[config.mk]
export PLATFORM = sky130hd
export DESIGN_NAME = lpm_ctrl
export DESIGN_NICKNAME = d
export VERILOG_FILES = /design/src/design/lpm_pkg.sv /design/src/design/lpm_ctrl.sv
export SDC_FILE = /design/constraint.sdc
export NUM_CORES = 1
export LEC_CHECK = 0
export ABC_AREA = 1
export BUFFER_PORTS_ARGS = -buffer_cell sky130_fd_sc_hd__buf_2
export CAP_MARGIN = 5
export CORE_AREA = 3 3 131 133
export DETAILED_ROUTE_END_ITERATION = 6
export DIE_AREA = 0 0 134 136
export GPL_TIMING_DRIVEN = 0
export PLACE_DENSITY_LB_ADDON = 0.12
export SLEW_MARGIN = 10
export SYNTH_ARGS = -nofsm -noshare
export SYNTH_HDL_FRONTEND = slang
export SYNTH_SLANG_ARGS = --single-unit
[constraint.sdc]
create_clock -name clk -period 6.62 [get_ports clk]
set_input_delay 1.986 -clock clk [delete_from_list [all_inputs] [get_ports clk]]
set_output_delay 1.986 -clock clk [all_outputs]
set_load 0.01 [all_outputs]
[src/design/lpm_pkg.sv]
// Shared types, constants and helpers for the IPv4 longest-prefix-match table.
// Used by lpm_cell, lpm_ctrl and ipv4_longest_prefix_match_table.
package lpm_pkg;

    // Default number of entries in the table.
    localparam int LPM_ENTRIES = 64;

    // Widest prefix length in bits.
    localparam logic [5:0] LPM_MAX_LEN = 6'd32;

    // Value returned when nothing matches.
    localparam logic [31:0] LPM_ALL_ONES = 32'hFFFF_FFFF;

    // Operation codes carried on the input channel.
    typedef enum logic [1:0] {
        OP_LOOKUP = 2'd0,
        OP_ADD    = 2'd1,
        OP_DELETE = 2'd2,
        OP_NONE   = 2'd3
    } lpm_op_t;

    // Controller states.
    typedef enum logic [1:0] {
        ST_IDLE,
        ST_LAUNCH,
        ST_WALK,
        ST_DONE
    } lpm_state_t;

    // Query held steady for the whole walk along the chain.
    typedef struct packed {
        logic [31:0] address;
        logic [5:0]  len;
        logic [31:0] key;
    } lpm_query_t;

    // Token that walks from cell to cell, one cell per cycle.
    typedef struct packed {
        logic        active;
        logic        hit;
        logic [5:0]  best_len;
        logic [31:0] best_value;
        logic        exact_seen;
        logic        free_seen;
    } lpm_carry_t;

    // Update broadcast to every cell once the walk is finished.
    typedef struct packed {
        logic        write_exact;
        logic        write_free;
        logic        clear_exact;
        logic [31:0] key;
        logic [5:0]  len;
        logic [31:0] value;
    } lpm_cmd_t;

    // Network mask of the given length, most significant bit first.
    function automatic logic [31:0] prefix_mask(input logic [5:0] len);
        logic [31:0] mask;
        if (len == 6'd0) begin
            mask = 32'd0;
        end else if (len >= LPM_MAX_LEN) begin
            mask = LPM_ALL_ONES;
        end else begin
            mask = ~(LPM_ALL_ONES >> len[4:0]);
        end
        return mask;
    endfunction

endpackage

[src/design/lpm_ctrl.sv]
// Transaction controller: takes requests, launches the search token,
// decides the table update and holds the result. Depends on lpm_pkg.
module lpm_ctrl (
    input  logic                clk,
    input  logic                rst_n,
    input  logic                in_valid,
    output logic                in_ready,
    input  logic [1:0]          operation,
    input  logic [31:0]         address,
    input  logic [5:0]          prefix_len,
    input  logic [31:0]         new_value,
    output logic                out_valid,
    input  logic                out_ready,
    output logic                found,
    output logic [31:0]         result_value,
    output logic                table_full,
    output lpm_pkg::lpm_query_t query,
    output lpm_pkg::lpm_cmd_t   cmd,
    output lpm_pkg::lpm_carry_t head,
    input  lpm_pkg::lpm_carry_t tail
);
    import lpm_pkg::*;

    lpm_state_t  state_reg;
    lpm_state_t  state_next;
    lpm_op_t     op_reg;
    lpm_query_t  query_reg;
    logic [31:0] value_reg;
    lpm_carry_t  res_reg;

    logic        out_valid_reg;
    logic        out_valid_next;
    logic        found_reg;
    logic [31:0] result_value_reg;
    logic        table_full_reg;

    lpm_op_t     in_op;
    logic        in_len_ok;
    logic        walk_needed;
    logic [5:0]  in_len;
    logic        accept;
    logic        out_free;
    logic        fire;
    logic        res_found;
    logic [31:0] res_value;
    logic        res_full;

    // Decode the incoming request.
    always_comb
    begin
        in_op       = lpm_op_t'(operation);
        in_len_ok   = (prefix_len <= LPM_MAX_LEN);
        walk_needed = (in_op == OP_LOOKUP)
                      || (((in_op == OP_ADD) || (in_op == OP_DELETE)) && in_len_ok);
        in_len      = in_len_ok ? prefix_len : LPM_MAX_LEN;
        accept      = in_valid && (state_reg == ST_IDLE);
        out_free    = !out_valid_reg || out_ready;
        fire        = (state_reg == ST_DONE) && out_free;
    end

    // Next state.
    always_comb
    begin
        state_next = state_reg;
        unique case (state_reg)
            ST_IDLE:
            begin
                if (in_valid) begin
                    state_next = walk_needed ? ST_LAUNCH : ST_DONE;
                end
            end
            ST_LAUNCH: state_next = ST_WALK;
            ST_WALK:
            begin
                if (tail.active) begin
                    state_next = ST_DONE;
                end
            end
            ST_DONE:
            begin
                if (out_free) begin
                    state_next = ST_IDLE;
                end
            end
            default: state_next = ST_IDLE;
        endcase
    end

    // Outputs of the state machine: token launch, result and table update.
    always_comb
    begin
        in_ready        = (state_reg == ST_IDLE);
        head            = '0;
        head.active     = (state_reg == ST_LAUNCH);
        res_found       = 1'b0;
        res_value       = LPM_ALL_ONES;
        res_full        = 1'b0;
        cmd             = '0;
        cmd.key         = query_reg.key;
        cmd.len         = query_reg.len;
        cmd.value       = value_reg;
        unique case (op_reg)
            OP_LOOKUP:
            begin
                res_found = res_reg.hit;
                if (res_reg.hit) begin
                    res_value = res_reg.best_value;
                end
            end
            OP_ADD:
            begin
                if (res_reg.exact_seen) begin
                    cmd.write_exact = fire;
                end else if (res_reg.free_seen) begin
                    cmd.write_free = fire;
                end else begin
                    res_full = 1'b1;
                end
            end
            OP_DELETE:
            begin
                res_found       = res_reg.exact_seen;
                cmd.clear_exact = fire && res_reg.exact_seen;
            end
            OP_NONE:
            begin
                res_found = 1'b0;
            end
            default:
            begin
                res_found = 1'b0;
            end
        endcase
        out_valid_next = fire ? 1'b1 : (out_ready ? 1'b0 : out_valid_reg);
    end

    // Control registers.
    always_ff @(posedge clk or negedge rst_n)
    begin
        if (!rst_n) begin
            state_reg     <= ST_IDLE;
            out_valid_reg <= 1'b0;
        end else begin
            state_reg     <= state_next;
            out_valid_reg <= out_valid_next;
        end
    end

    // Held request; a request that needs no search is recorded as no operation.
    always_ff @(posedge clk)
    begin
        if (accept) begin
            op_reg            <= walk_needed ? in_op : OP_NONE;
            query_reg.address <= address;
            query_reg.len     <= in_len;
            query_reg.key     <= address & prefix_mask(in_len);
            value_reg         <= new_value;
        end
    end

    // Token as it leaves the end of the chain.
    always_ff @(posedge clk or negedge rst_n)
    begin
        if (!rst_n) begin
            res_reg <= '0;
        end else if ((state_reg == ST_WALK) && tail.active) begin
            res_reg <= tail;
        end
    end

    // Result register, loaded when the finished transaction can be handed on.
    always_ff @(posedge clk)
    begin
        if (fire) begin
            found_reg        <= res_found;
            result_value_reg <= res_value;
            table_full_reg   <= res_full;
        end
    end

    assign query        = query_reg;
    assign out_valid    = out_valid_reg;
    assign found        = found_reg;
    assign result_value = result_value_reg;
    assign table_full   = table_full_reg;

endmodule

---- After elaboration in Yosys (flattened, before gate mapping) ----
Index checks and enable logic that the tools add are counted.
storage, ports and cells
  register bits ........................... 176
  output and inout port bits .............. 221
  word-level logic and storage cells ...... 65
cells by class
  $lt $le $gt $ge ......................... 2
  equal/unequal tests ..................... 10
  shifts and indexed selects .............. 1
  muxes and demuxes ....................... 18
  bitwise gates (word level) .............. 3
  reductions and logical operators ........ 17
operators with widths
  kind                                                       count
  2-to-1 mux 32 bit                                          3
  bitwise AND 32 bit                                         1
  NOT 32 bit                                                 1
  right shift 32 x 5 -> 32 bit (first input constant)        1
  2-to-1 mux 2 bit                                           5
  equality test 2 bit (second input constant)                4
  case mux 2 bit (4 select lines)                            1
  2-to-1 mux 1 bit                                           7
  equality test 2 x 1 -> 1 bit (second input constant)       3
  greater-or-equal comparator 6 bit (second input constant)  1
  <= comparator 6 bit (second input constant)                1
  zero test 2 bit                                            3
  zero test 6 bit                                            1
  2-to-1 mux 6 bit                                           1
  != test 2 bit (second input constant)                      3
  logical AND 1 bit                                          5
  logical OR 1 bit                                           3
  AND reduction 3 bit                                        1
  case mux 1 bit (2 select lines)                            1
  AND reduction 2 bit                                        1
  nonzero test 2 bit                                         1
  OR reduction 2 bit                                         1
  zero test 1 bit                                            1
  NOT 1 bit                                                  1

---- Longest topological paths before layout ----
  word-level depth ........................ 8
  mapped depth ............................ 9
  mapped depth without buffers ............ 9

---- Least setup slack after synthesis ----
No wires, ideal clock.
  path kind ............................... input to output
  start ................................... in out_ready
  end ..................................... out cmd[71] in the netlist's numbering
  arrival time ............................ 3.164 ns
  required time ........................... 4.634 ns
  path slack .............................. 1.470 ns
  stages on the path ...................... 6
  path buffers ............................ 0
  cell sequence ........................... inv_1 -> nand2_1 -> nand2_1 -> inv_1 -> nand2_1 -> nor2_1
RTL lines
  item             RTL line        text
  start, declared  lpm_ctrl.sv:13  input logic out_ready,
  end, declared    lpm_ctrl.sv:18  output lpm_pkg::lpm_cmd_t cmd,

==> impl_metrics.csv <==
group,metric,value,unit
status,outcome,"complete, no violations",
pwr,power.total,3.42,mW
detailed_routing,drt_wl_total,17.3,mm
clock_network,cts_setup_buffers,0,
worst_setup_path,worstPathCellList,"buf_2 > inv_1 > nand2_1 > nand2_1 > inv_2 > nand2_1 > nor2_1 > buf_2",
global_routing,first_global_vias,4948,
logic_synthesis,yosysWarnings,0,
finish,final_cells,1138,
detailed_routing,drt-initial-drc-count,183,
timing,fmax,190,MHz
worst_setup_path,crit_fanout,35,
global_routing,antenna_found_initial,2,
timing,finalCritPeriodShare,79.5,%
clock_network,cts_tree,"built",
pwr,power.switching,1.01,mW
pwr,power_frac_seq,46.2,%
pwr,p_int,2.41,mW
finish,syn2layout_area_growth,35.3,%
logic_synthesis,syn-cell-area,0.00713,mm2
timing,drv_slew,0,
global_routing,grt_start_max_net_pins,66,
placement,placed_cell_area,0.00904,mm2
finish,layout-drive-gt1-share,47.4,%
timing,hold_viol,0,
logic_synthesis,synth_largest_area_cell,"edfxtp_1",
finish,multiInputGateArea,0.00125,mm2
detailed_routing,dr_total_vias,4983,
global_routing,grt_pass1_wl,25.9,mm
logic_synthesis,synth.avg_cell_area,12.8,um2
worst_setup_path,crit_path_top_delay_cell,"inv_2",
flow_run,cap_violations,0,
finish,diodes,0,
logic_synthesis,syn_inst,558,
pwr,p_clk_share,30.1,%
clock_network,postCtsResizedCells,0,
timing,finClkSkew,13.1,ps
clock_network,cts_max_level,4,
finish,finish.utilization,60.5,%
clock_network,hold_buffers,0,
clock_network,clkLatencyLatePin,420,ps
placement,gp_congestion,0.814,
detailed_routing,ant_nets,0,
clock_network,cts_root_buffer,"clkbuf_16",
logic_synthesis,synth_seq_cells,176,
logic_synthesis,yosysUniqueCellTypes,30,
worst_setup_path,end_kind,"output pin",
clock_network,cts_buffers,17,
logic_synthesis,synth_edf_count,138,
placement,placed_cells,1106,
floorplan,num_rows,46,
pwr,comb_power_share,23.7,%
detailed_routing,dr.pass1.iters,4,
timing,setup_viol,0,
logic_synthesis,synth_top_area_share,58.1,%
logic_synthesis,ys_top_cells_by_count,"edfxtp_1, buf_4, nand2_1",
finish,layout.nets,1032,
worst_setup_path,critPathLaunchType,"input pin",
floorplan,fp.coreArea,0.0159,mm2
global_routing,grt_overflow,0,
logic_synthesis,yosysSeqAreaShare,71.5,%
placement,port_buffers,291,
pwr,vdd_drop_max,179,uV
clock_network,clock_sinks,176,
floorplan,start_util,44.7,%
finish,largest_reg_flops,38,
timing,period_needed,5260,ps
logic_synthesis,async_flop_share,21.6,%
floorplan,die_w,134,um
logic_synthesis,yosys-top-cells-area,"edfxtp_1, dfrtp_1, buf_4, nand2_1, inv_1",
global_routing,track_usage,18.6,%
floorplan,dieHeight,136,um
timing,setup_tns,0,ps
timing,relSlewSlack,41.4,%
timing,worst_pin_slew,880,ps
logic_synthesis,yosysMostFrequentCell,"edfxtp_1",
worst_setup_path,worstPathArrival,3280,ps
detailed_routing,via_per_inst,4.38,
placement,dp_hpwl,13.4,mm
clock_network,clock_path_buffers,2,
detailed_routing,drcViolationCount,0,
worst_hold_path,hp-class,"register to register",
worst_setup_path,cp.required,4630,ps
worst_setup_path,critical_path_class,"input pin to output pin",
timing,grt_setup_unrepaired,"false",
worst_setup_path,crit_path_frequent_cell,"nand2_1",
detailed_routing,routedWlPerCell,15.2,um
finish,final_cell_area,0.00964,mm2
finish,seq_area,0.00509,mm2
floorplan,dieArea,0.0182,mm2
pwr,power.share.switching,29.6,%
logic_synthesis,ys.flop_type,"edfxtp_1",
finish,fill_cells,1312,
floorplan,io_pins,339,
worst_setup_path,cpPeakStageDelay,560,ps
pwr,p_per_area,354,mW/mm2
clock_network,clk_pin_slew_worst_paths,70,ps
pwr,p_leak,4.50,nW
-- cell usage in the layout (no fill, tap or decap), drive strengths merged --
cell,count
a21boi,7
o21a,4
dfrtp,38
clkinv,2
nand3,7
bufinv,3
a21oi,38
ha,5
clkinvlp,3
clkbuf,23
mux2,2
o211ai,1
inv,77
nand2,82
buf,380
edfxtp,138
o211a,1
o21ai,8
nor2,62
conb,41
-- critical path, delay by kind of cell --
family,cells,cell delay [ps]
and+or+nand+nor,4,430
buffers and inverters,4,850
-- cells by family (layout without fill, tap and decap cells) --
group / after synthesis / after routing / synth area share [%]
DFF: 176 / 176 / 71.5
adders and majority gates: 5 / 5 / 0.878
muxes: 2 / 2 / 0.316
and+or+nand+nor: 151 / 151 / 9.32
buffers and inverters: 164 / 488 / 13.1
AOI/OAI and AO/OA: 59 / 59 / 4.84
other: 1 / 41 / 0.0526
-- power by group through the flow --
stage | logic, mW | clock network (mW) | registers [mW]
5_1_grt | 0.900 | 1.09 | 1.60
4_1_cts | 0.822 | 1.05 | 1.58
3_5_place_dp | 0.820 | 0 | 1.60
6_report | 0.810 | 1.03 | 1.58
3_3_place_gp | 0.785 | 0 | 1.62
2_1_floorplan | 0.427 | 0 | 1.67
-- path summary, 6_finish.rpt --
check	startpoint	to	depth (start not counted)	slack (ps)
worst max-delay path	out_ready	cmd[71]	8	1360
worst min-delay path	res_reg[40]	res_reg[40]	1	510
min in group asynchronous	rst_n	res_reg[18]	1	1690
worst max register to register	state_reg[1]	value_reg[8]	5	4610
max in group asynchronous	rst_n	res_reg[9]	1	4370
worst min register to register	res_reg[40]	res_reg[40]	1	510
-- through the flow --
stage	hold slack, ps	setup slack, ps
after CTS	517	929
after global placement	481	981
after global routing	533	1240
final	513	1360
after detailed placement	504	924
after floorplan	465	1470
-- per-layer routing --
| metal | part of all wire, % | vias up | track usage, % | routed length, um |
|---|---|---|---|---|
| li1 | - | 2408 | - | - |
| met1 | 37 | 2318 | 20.8 | 6440 |
| met2 | 53 | 224 | 34.2 | 9080 |
| met3 | 8.2 | 29 | 5.14 | 1420 |
| met4 | 1.7 | 4 | 6.17 | 300 |
| met5 | 0.10 | - | 0 | 18 |
-- layout make-up --
class	count	share of cell area, %
clock inverters	13	1.82
inverters	72	2.83
multi-input cells	258	12.9
clock buffers	19	4.49
flip-flops and latches	176	52.8
repair buffers	292	15.4
well taps	216	2.80
plain buffers	92	6.90
(Power assumes the default switching activity.)
