===== src/design/lpm_pkg.sv =====
// Shared types, constants and helpers for the IPv4 longest-prefix-match table.
// Used by lpm_cell, lpm_ctrl and ipv4_longest_prefix_match_table.
package lpm_pkg;

    // Default number of entries in the table.
    localparam int LPM_ENTRIES = 64;

    // Widest prefix length in bits.
    localparam logic [5:0] LPM_MAX_LEN = 6'd32;

    // Value returned when nothing matches.
    localparam logic [31:0] LPM_ALL_ONES = 32'hFFFF_FFFF;

    // Operation codes carried on the input channel.
    typedef enum logic [1:0] {
        OP_LOOKUP = 2'd0,
        OP_ADD    = 2'd1,
        OP_DELETE = 2'd2,
        OP_NONE   = 2'd3
    } lpm_op_t;

    // Controller states.
    typedef enum logic [1:0] {
        ST_IDLE,
        ST_LAUNCH,
        ST_WALK,
        ST_DONE
    } lpm_state_t;

    // Query held steady for the whole walk along the chain.
    typedef struct packed {
        logic [31:0] address;
        logic [5:0]  len;
        logic [31:0] key;
    } lpm_query_t;

    // Token that walks from cell to cell, one cell per cycle.
    typedef struct packed {
        logic        active;
        logic        hit;
        logic [5:0]  best_len;
        logic [31:0] best_value;
        logic        exact_seen;
        logic        free_seen;
    } lpm_carry_t;

    // Update broadcast to every cell once the walk is finished.
    typedef struct packed {
        logic        write_exact;
        logic        write_free;
        logic        clear_exact;
        logic [31:0] key;
        logic [5:0]  len;
        logic [31:0] value;
    } lpm_cmd_t;

    // Network mask of the given length, most significant bit first.
    function automatic logic [31:0] prefix_mask(input logic [5:0] len);
        logic [31:0] mask;
        if (len == 6'd0) begin
            mask = 32'd0;
        end else if (len >= LPM_MAX_LEN) begin
            mask = LPM_ALL_ONES;
        end else begin
            mask = ~(LPM_ALL_ONES >> len[4:0]);
        end
        return mask;
    endfunction

endpackage


===== src/design/lpm_cell.sv =====
// One table entry with its match logic and a stage of the search token chain.
// Depends on lpm_pkg.
module lpm_cell (
    input  logic               clk,
    input  logic               rst_n,
    input  lpm_pkg::lpm_query_t query,
    input  lpm_pkg::lpm_cmd_t   cmd,
    input  lpm_pkg::lpm_carry_t carry_in,
    output lpm_pkg::lpm_carry_t carry_out
);
    import lpm_pkg::*;

    logic        valid_reg;
    logic [31:0] key_reg;
    logic [5:0]  len_reg;
    logic [31:0] value_reg;
    logic        exact_mark_reg;
    logic        free_mark_reg;
    lpm_carry_t  carry_reg;
    lpm_carry_t  carry_next;

    logic        prefix_hit;
    logic        exact_hit;
    logic        take_best;

    // Compare this entry against the held query.
    always_comb
    begin
        prefix_hit = valid_reg && (len_reg <= query.len)
                     && (key_reg == (query.address & prefix_mask(len_reg)));
        exact_hit  = valid_reg && (len_reg == query.len) && (key_reg == query.key);
        take_best  = prefix_hit && (!carry_in.hit || (len_reg > carry_in.best_len));
    end

    // Merge this entry into the passing token.
    always_comb
    begin
        carry_next            = carry_in;
        carry_next.exact_seen = carry_in.exact_seen || exact_hit;
        carry_next.free_seen  = carry_in.free_seen || !valid_reg;
        if (take_best) begin
            carry_next.hit        = 1'b1;
            carry_next.best_len   = len_reg;
            carry_next.best_value = value_reg;
        end
        if (!carry_in.active) begin
            carry_next = '0;
        end
    end

    // Token stage and the marks that say which cell an update is meant for.
    always_ff @(posedge clk or negedge rst_n)
    begin
        if (!rst_n) begin
            carry_reg      <= '0;
            exact_mark_reg <= 1'b0;
            free_mark_reg  <= 1'b0;
        end else begin
            carry_reg <= carry_next;
            if (carry_in.active) begin
                exact_mark_reg <= exact_hit && !carry_in.exact_seen;
                free_mark_reg  <= !valid_reg && !carry_in.free_seen;
            end
        end
    end

    // Entry valid flag.
    always_ff @(posedge clk or negedge rst_n)
    begin
        if (!rst_n) begin
            valid_reg <= 1'b0;
        end else if (cmd.write_free && free_mark_reg) begin
            valid_reg <= 1'b1;
        end else if (cmd.clear_exact && exact_mark_reg) begin
            valid_reg <= 1'b0;
        end
    end

    // Entry contents.
    always_ff @(posedge clk)
    begin
        if (cmd.write_free && free_mark_reg) begin
            key_reg   <= cmd.key;
            len_reg   <= cmd.len;
            value_reg <= cmd.value;
        end else if (cmd.write_exact && exact_mark_reg) begin
            value_reg <= cmd.value;
        end
    end

    assign carry_out = carry_reg;

endmodule


===== config.mk =====
export PLATFORM = sky130hd
export DESIGN_NAME = lpm_cell
export DESIGN_NICKNAME = d
export VERILOG_FILES = /design/src/design/lpm_pkg.sv /design/src/design/lpm_cell.sv
export SDC_FILE = /design/constraint.sdc
export NUM_CORES = 1
export LEC_CHECK = 0
export BUFFER_PORTS_ARGS = -buffer_cell sky130_fd_sc_hd__buf_2
export CORE_UTILIZATION = 53
export DETAILED_ROUTE_END_ITERATION = 8
export HOLD_SLACK_MARGIN = 0.02
export PLACE_DENSITY_LB_ADDON = 0.2
export SYNTH_ARGS = -nofsm -noshare
export SYNTH_HDL_FRONTEND = slang
export SYNTH_SLANG_ARGS = --single-unit

===== constraint.sdc =====
create_clock -name clk -period 8.9 [get_ports clk]
set_input_delay 0.445 -clock clk [delete_from_list [all_inputs] [get_ports clk]]
set_output_delay 0.445 -clock clk [all_outputs]
set_load 0.1 [all_outputs]

# Word level (Yosys, flattened, before mapping)
# Index checks and enable logic that the tools add are counted.
[classes]
order_cmp = 3
n_eq_ne = 3
shift = 1
muxes = 8
n_bitwise = 2
reduce_logical = 20
[ops]
columns = ["cell", "count"]
rows = [
  ["32-bit two-way mux", 4],
  ["32-bit equality test", 2],
  ["42-bit two-way mux", 1],
  ["39-bit two-way mux", 1],
  ["32-bit bitwise AND", 1],
  ["32-bit inverter", 1],
  ["32-bit by 5-bit right shift with 32-bit output, first input constant", 1],
  ["1-bit logical AND", 10],
  ["6-bit equality test", 1],
  ["6-bit >= comparator, second input constant", 1],
  ["6-bit > comparator", 1],
  ["6-bit less-or-equal comparator", 1],
  ["6-bit zero test", 1],
  ["1-bit zero test", 4],
  ["2-bit nonzero test", 2],
  ["1-bit logical OR", 3],
  ["1-bit two-way mux", 2],
]
[totals]
reg_bits = 115
input_bits = 187
output_inout_bits = 42
wordCells = 49

# Depth between registers and ports, before layout
# Gate-level depths: netlist of the first run.
[logic_depth]
word_depth = 10
mapped_depth = 14
depth_no_buf = 10

# Worst setup path before layout of the first run
# Ideal clock, no wire load.
[synth_timing]
kind = "reg2reg"
from = "reg len_reg[4]"
to = "reg carry_reg (netlist bit carry_out[20])"
setup_ns = 0.079
t_arrival_ns = 3.113
t_required_ns = 8.821
slack_ns = 5.708
stages_incl_launch_ff = 13
n_path_buf = 4
synth_period_minus_slack_ns = 3.192
cell_sequence = "edfxtp_1 -> buf_6 -> or3_4 -> o311a_1 -> a2111oi_0 -> nand4_1 -> or4_1 -> nor4_2 -> and3_1 -> buf_4 -> buf_12 -> buf_12 -> mux2i_1"
[synth_lines]
columns = ["item", "line", "rtl"]
rows = [
  ["start, declared", "lpm_cell.sv:15", "logic [5:0] len_reg;"],
  ["start signal, assigned", "lpm_cell.sv:84", "len_reg <= cmd.len;"],
  ["end signal, assigned", "lpm_cell.sv:59", "carry_reg <= carry_next;"],
  ["end, declared", "lpm_cell.sv:19", "lpm_carry_t carry_reg;"],
]

==> qor.yml, run 1 <==
layout:
  n_antenna_cell: 0
  largest_register_ffs: 42
  fin_cells: 880
  final_layout_size_suffix_gt1_frac: 0.364
  area_delta_synth_final_pct: 30.6
  design.final.nets: 930
floorplanning:
  die_extent_in_y_um: 106
  chipWidth_um: 106
  placeableCoreArea_mm2: 0.0104
  dieArea_mm2: 0.0113
  starting_utilization_of_the_core_area: 0.552
  placement_rows: 37
  ios: 229
yosys:
  synth_mux_area_frac: 0.0716
  syn_area_per_cell_um2: 11.3
  synth_xor_area_frac: 0.0655
  synth.ff_latch_count: 115
  synthAdderAreaFrac: 0.0261
  synth-main-ff-cell: "sky130_fd_sc_hd__edfxtp_1"
  synth_top_cells_by_area: "sky130_fd_sc_hd__edfxtp_1 37%, sky130_fd_sc_hd__dfrtp_1 20%, sky130_fd_sc_hd__mux2i_1 7.0%"
  number_of_flops_mapped_to_enable_cells_by_yosys: 70
  combined_area_of_all_synthesized_cells_mm2: 0.00575
  synthCells: 507
  synth_simple_gate_area_share: 0.135
  yosysSeqAreaShare: 0.561
  mappedNetlistNets: 706
  synth_cell_types: 57
  synth-compound-area-share: 0.0955
  async_flop_share: 0.391
  synth-warning-count: 0
  combinational_family_with_the_most_area_after_synthesis: "simple AND/OR/NAND/NOR gates"
  synth.top_cell.area_share: 0.365
  synth.largest_area_cell: "sky130_fd_sc_hd__edfxtp_1"
placed_design:
  dpl.cell_count: 848
  globalplace.congestion: 0.923
  portBuffers: 228
  dp_hpwl_mm: 11.5
worst_setup_path:
  worst_ep_required_time_ns: 9.34
  crit_buf_inv: 0
  cpMostUsedCell: "sky130_fd_sc_hd__or4_1"
  path_class: "flip-flop to flip-flop"
  worst-path-max-fanout: 38
  critical_path.reg2reg.startpoint: "len_reg[3]$_DFFE_PP_"
  worst_setup_path_start: "len_reg[3]$_DFFE_PP_"
  worst_path_largest_cell_delay_ns: 1.02
  crit_arrival_ns: 5.02
  timing.critical_path.from_type: "flip-flop"
  cp_cell_sequence: "ha_1 -> a2111oi_0 -> a221oi_1 -> or4_1 -> or4_1 -> nor4_2 -> and3_2 -> mux2i_1"
  crit_family: "simple AND/OR/NAND/NOR gates"
  critPathSlowestCell: "sky130_fd_sc_hd__and3_2"
  critPathCaptureType: "flip-flop"
routing:
  dr.pass1.iters: 4
  routed_wire_length_per_instance_um: 17.9
  post_drt_via_cell_ratio: 5.40
  drt_wl_total_mm: 15.8
  dr_wl_met2_mm: 7.71
  antenna_left: 0
  first_iter_violations: 228
  drt-met1-wl_mm: 6.26
  topRoutingLayerUsed: "met4"
  routed-via-count: 4752
  met3_wirelength_mm: 1.39
  remaining_drc_errors: 0
clock_network:
  clock_tree.buffer_depth: 2
  clk_transition_reported_paths_ns: 0.06
  post_cts.resized_instances: 0
  cts_setup_buffers: 0
  tritoncts.num_buffers: 17
  tritoncts_clock_tree: "built"
  clk-insertion-delay-late_ns: 0.53
  cts_htree_levels: 4
  cts_num_sinks: 115
  cts_root_buffer: "sky130_fd_sc_hd__clkbuf_8"
  cts.hold.buffers_added: 0
sta:
  max-slew-margin-rel: 0.222
  clock.fmax_ghz: 0.218
  finalMaxSlewViolations: 0
  final_period_minus_worst_setup_slack_ns: 4.58
  clock-skew-final_ns: 0.0112
  timing.final.setup_violations: 0
  min_period_over_period: 0.515
  final_hold_viol_count: 0
  final.setup.tns_ns: 0
  grt_setup_unrepaired: "no"
  least_margin_pin_slew_ns: 1.17
power:
  peakVddDrop_v: 0.000186
  power.static_leakage_nw: 3.41
  p_total_mw: 1.51
  power_density_of_the_placed_cells_mw_per_mm2: 200
worst_hold_path:
  worst_hold_path_type: "primary input to asynchronous set/reset pin"
global_route:
  first_global_vias: 4825
  grt_antenna_before_repair: 0
  grt-ovfl-total: 0
  globalRouteTotalUtil: 0.296
  maximum_number_of_pins_on_one_net_before_global_route_repair: 84
  grt_first_pass_wirelength_mm: 24.4
job:
  max_cap_violations: 0
status:
  run_status: "completed"
[routing by layer]
| layer | vias to the layer above | GRT usage |
|---|---|---|
| met5 | - | 0 |
| met4 | 0 | 0.153 |
| met3 | 30 | 0.104 |
| met2 | 228 | 0.470 |
| met1 | 2225 | 0.356 |
| li1 | 2269 | - |
[report_power, final]
| part | internal [mW] | total [mW] | switching, mW |
|---|---|---|---|
| Clock | 0.407 | 0.669 | 0.262 |
| Sequential | 0.597 | 0.618 | 0.0202 |
| Combinational | 0.0701 | 0.218 | 0.148 |
[logic make-up (layout without fill, tap and decap cells)]
kind of cell    count (synthesis)  after routing
compound gates                 80             80
xor+xnor                       43             43
fa+ha+maj                      12             12
buf+inv                        52            289
flops                         115            115
mux                            41             41
simple gates                  164            164
[cells in the final DEF (no fill, tap or decap), drive strengths merged, types with 3 or more instances in the layout]
cell	n
buf	231
nand2	94
edfxtp	70
dfrtp	45
mux2i	40
xor2	37
inv	33
o21ai	27
clkbuf	17
nor2b	16
ha	12
nor2	9
nand4	9
nor4	8
nand3	6
o21a	6
xnor2	6
o22ai	6
and3	6
a2111oi	5
a21oi	5
clkinv	5
or4	4
nor3	4
a221oi	3
a21o	3
a21boi	3
[stage by stage]
stage	hold WS (ns)	utilization	instance area (um^2)	setup slack (ns)
finish	0.0788	0.721	7510	4.32
global route	0.0401	0.721	7510	3.98
global placement	0.484	0.665	6930	4.65
CTS	0.0548	0.721	7510	4.35
detailed placement	0.487	0.665	6930	4.31
floorplan	0.149	-	5750	5.71
[final cells by class]
type                            instances  area [um^2]
Clock buffer                           17          414
Tap cell                              136          170
Clock inverter                         15          173
Inverter                               26         97.6
Timing Repair Buffer                  231         1160
Sequential cell                       115         3230
Multi-Input combinational cell        340         2270
Fill cell                             762         2900
[synth_stat cells, types with 2 or more instances]
library cell,n
sky130_fd_sc_hd__a2111oi_0,5
sky130_fd_sc_hd__a211o_1,2
sky130_fd_sc_hd__a211oi_1,2
sky130_fd_sc_hd__a21boi_0,2
sky130_fd_sc_hd__a21o_1,3
sky130_fd_sc_hd__a21oi_1,5
sky130_fd_sc_hd__a221oi_1,3
sky130_fd_sc_hd__a31oi_1,2
sky130_fd_sc_hd__and2_1,2
sky130_fd_sc_hd__and3_1,6
sky130_fd_sc_hd__buf_12,3
sky130_fd_sc_hd__buf_4,2
sky130_fd_sc_hd__clkbuf_1,20
sky130_fd_sc_hd__dfrtp_1,45
sky130_fd_sc_hd__edfxtp_1,70
sky130_fd_sc_hd__ha_1,12
sky130_fd_sc_hd__inv_1,26
sky130_fd_sc_hd__mux2i_1,40
sky130_fd_sc_hd__nand2_1,94
sky130_fd_sc_hd__nand3_1,6
sky130_fd_sc_hd__nand4_1,9
sky130_fd_sc_hd__nor2_1,9
sky130_fd_sc_hd__nor2b_1,16
sky130_fd_sc_hd__nor3_1,4
sky130_fd_sc_hd__nor4_1,7
sky130_fd_sc_hd__o21a_1,6
sky130_fd_sc_hd__o21ai_0,26
sky130_fd_sc_hd__o22ai_1,6
sky130_fd_sc_hd__o31ai_1,2
sky130_fd_sc_hd__or4_1,4
sky130_fd_sc_hd__xnor2_1,6
sky130_fd_sc_hd__xor2_1,37
[worst paths after layout]
path | endpoint | slack, ns | depth (start not counted)
min in group clk | key_reg[29]$_DFFE_PP_ | 0.08 | 1
max reg2reg | carry_out[6]$_DFF_PN0_ | 4.32 | 8
min reg2reg | free_mark_reg$_DFFE_PN0P_ | 0.50 | 1
max | carry_out[6]$_DFF_PN0_ | 4.32 | 8
min | carry_out[22]$_DFF_PN0_ | 0.08 | 1
max in group asynchronous | carry_out[32]$_DFF_PN0_ | 8.20 | 1
No activity file was read; power rests on OpenSTA's default activity.
==> run 2: changes to the inputs <==
--- a/config.mk
+++ b/config.mk
@@ -6,7 +6,7 @@
 export NUM_CORES = 1
 export LEC_CHECK = 0
 export BUFFER_PORTS_ARGS = -buffer_cell sky130_fd_sc_hd__buf_2
-export CORE_UTILIZATION = 53
+export CORE_UTILIZATION = 44
 export DETAILED_ROUTE_END_ITERATION = 8
 export HOLD_SLACK_MARGIN = 0.02
 export PLACE_DENSITY_LB_ADDON = 0.2
==> constraint.sdc (replaced) <==
create_clock -name clk -period 3.8 [get_ports clk]
set_input_delay 0.19 -clock clk [delete_from_list [all_inputs] [get_ports clk]]
set_output_delay 0.19 -clock clk [all_outputs]
set_load 0.1 [all_outputs]
==> qor.yml, run 2 (synthesis gave the netlist of run 1 again) <==
status:
  run_status: "completed"
clock_network:
  clk_transition_reported_paths_ns: 0.06  # about the same
  clock_tree.buffer_depth: 2  # unchanged
  tritoncts_clock_tree: "built"
  clk-insertion-delay-late_ns: 0.42  # -0.11 ns
  tritoncts.num_buffers: 17  # unchanged
  cts_setup_buffers: 0  # unchanged
  cts_num_sinks: 115  # unchanged
  cts_htree_levels: 4  # unchanged
  cts_root_buffer: "sky130_fd_sc_hd__clkbuf_16"
routing:
  remaining_drc_errors: 0  # unchanged
  routed-via-count: 5262  # +11%
  antenna_left: 0  # unchanged
  dr.pass1.iters: 5  # +1
  first_iter_violations: 430  # +89%
  routed_wire_length_per_instance_um: 17.4  # -2.8%
  drt_wl_total_mm: 17.9  # +13%
  post_drt_via_cell_ratio: 5.13  # -4.9%
sta:
  clock.fmax_ghz: 0.279  # +28%
  layout_setup_ws_ns: 0.211  # -4.11 ns
  timing.final.setup_violations: 0  # unchanged
  finalMaxSlewViolations: 0  # unchanged
  final_hold_viol_count: 0  # unchanged
  final.setup.tns_ns: 0  # unchanged
  max-slew-margin-rel: 0.305  # +0.0828
  min_period_over_period: 0.944  # +0.430
  clock-skew-final_ns: 0.00792  # -0.00331 ns
  grt_setup_unrepaired: "no"
  final_period_minus_worst_setup_slack_ns: 3.59  # -0.990 ns
  least_margin_pin_slew_ns: 1.04  # -0.124 ns
worst_setup_path:
  crit_arrival_ns: 3.91  # -1.11 ns
  critical_path.reg2reg.startpoint: "len_reg[4]$_DFFE_PP_"
  cp_cell_sequence: "or3_4 -> o311a_1 -> a2111oi_0 -> nand4_1 -> or4_1 -> nor4_2 -> and3_2 -> buf_12 -> mux2i_1"
  path_class: "flip-flop to flip-flop"
  worst_setup_path_start: "len_reg[4]$_DFFE_PP_"
  crit_buf_inv: 1  # +1
  crit_family: "simple AND/OR/NAND/NOR gates"
  critPathSlowestCell: "sky130_fd_sc_hd__or4_1"
  timing.critical_path.from_type: "flip-flop"
  critPathCaptureType: "flip-flop"
  worst_ep_required_time_ns: 4.12  # -5.22 ns
  worst_path_largest_cell_delay_ns: 0.56  # -0.46 ns
  worst-path-max-fanout: 38  # unchanged
global_route:
  grt_antenna_before_repair: 1  # +1
  maximum_number_of_pins_on_one_net_before_global_route_repair: 46  # -45%
  globalRouteTotalUtil: 0.272  # -0.0246
  grt-ovfl-total: 0  # unchanged
  first_global_vias: 5365  # +11%
  grt_first_pass_wirelength_mm: 26.7  # +9.7%
power:
  power_density_of_the_placed_cells_mw_per_mm2: 422  # +110%
  peakVddDrop_v: 0.000338  # +82%
  power.static_leakage_nw: 3.87  # +14%
floorplanning:
  placeableCoreArea_mm2: 0.0127  # +22%
  chipWidth_um: 116  # +9.6%
  ios: 229  # unchanged
  die_extent_in_y_um: 116  # +9.6%
  starting_utilization_of_the_core_area: 0.454  # -0.0983
  placement_rows: 41  # +11%
  dieArea_mm2: 0.0135  # +20%
placed_design:
  dpl.cell_count: 893  # +5.3%
  globalplace.congestion: 0.909  # -1.5%
  portBuffers: 228  # unchanged
  dp_hpwl_mm: 12.1  # +5.2%
  place_ws_ns: 0.294  # -4.01 ns
layout:
  fin_util: 0.682  # -0.0393
  final_layout_size_suffix_gt1_frac: 0.325  # -0.0387
  area_delta_synth_final_pct: 50.2
  final_cell_mix: "228 x sky130_fd_sc_hd__buf_2, 98 x sky130_fd_sc_hd__dlygate4sd3_1, 94 x sky130_fd_sc_hd__nand2_1"
  fin_cells: 1025  # +16%
  largest_register_ffs: 42  # unchanged
  most_common_library_cell_in_the_layout_ignoring_fill_and_taps: "sky130_fd_sc_hd__buf_2"
  design.final.nets: 1037  # +12%
worst_hold_path:
  hold_path.startpoint: "carry_in[27]"
  worst_hold_path_type: "primary input to flip-flop"
job:
  max_cap_violations: 0  # unchanged
run 2: what timing repair did:
item / in CTS / in global routing
hold endpoints to repair: 142 / 0
hold buffers: 98 / 0
endpoints found under the setup margin: 0 / 3
resized for setup: 0 / 1
run 2: through the flow:
step	cell area (um^2)	total power [mW]	hold slack, ns
after floorplan	5750	1.78	-0.106
after global placement	7050	1.98	0.366
after detailed placement	7050	1.98	0.368
after CTS	8640	3.66	0.0200
after global routing	8640	3.77	0.0333
final	8640	3.65	0.0286
run 2: final timing paths:
check	slack, ns	depth (start not counted)	to
worst max-delay path	0.21	9	carry_out[14]$_DFF_PN0_
worst min-delay path	0.03	3	carry_out[27]$_DFF_PN0_
worst max register to register	0.21	9	carry_out[14]$_DFF_PN0_
worst min register to register	0.50	1	free_mark_reg$_DFFE_PN0P_
max in group asynchronous	2.65	2	carry_out[32]$_DFF_PN0_
min in group asynchronous	0.51	2	carry_out[11]$_DFF_PN0_
run 2: where the power goes:
part,internal [mW],switching [mW],total (mW)
Clock,1.03,0.578,1.60
Sequential,1.40,0.0387,1.44
Combinational,0.233,0.376,0.609
Total,2.66,0.992,3.65
run 2: cell type report:
cell class                      count  area (um^2)
Fill cell                         988         4030
Sequential cell                   115         3230
Multi-Input combinational cell    340         2270
Timing Repair Buffer              338         2220
Clock buffer                       28          571
Tap cell                          172          215
Inverter                           26         97.6
Clock inverter                      4         31.3
Antenna cell                        2         5.00
run 2: per-layer routing:
layer,part of all wire,GRT usage,routed length (um)
met3,0.073,0.0747,1300
met2,0.50,0.454,8860
met4,0.029,0.143,523
met5,0,0,0
met1,0.40,0.320,7190
run 2: tightest hold or removal path, cell delays in order:
cell and delay (ns):
sky130_fd_sc_hd__buf_2 0.10, sky130_fd_sc_hd__nand2_1 0.05, sky130_fd_sc_hd__mux2i_1 0.06
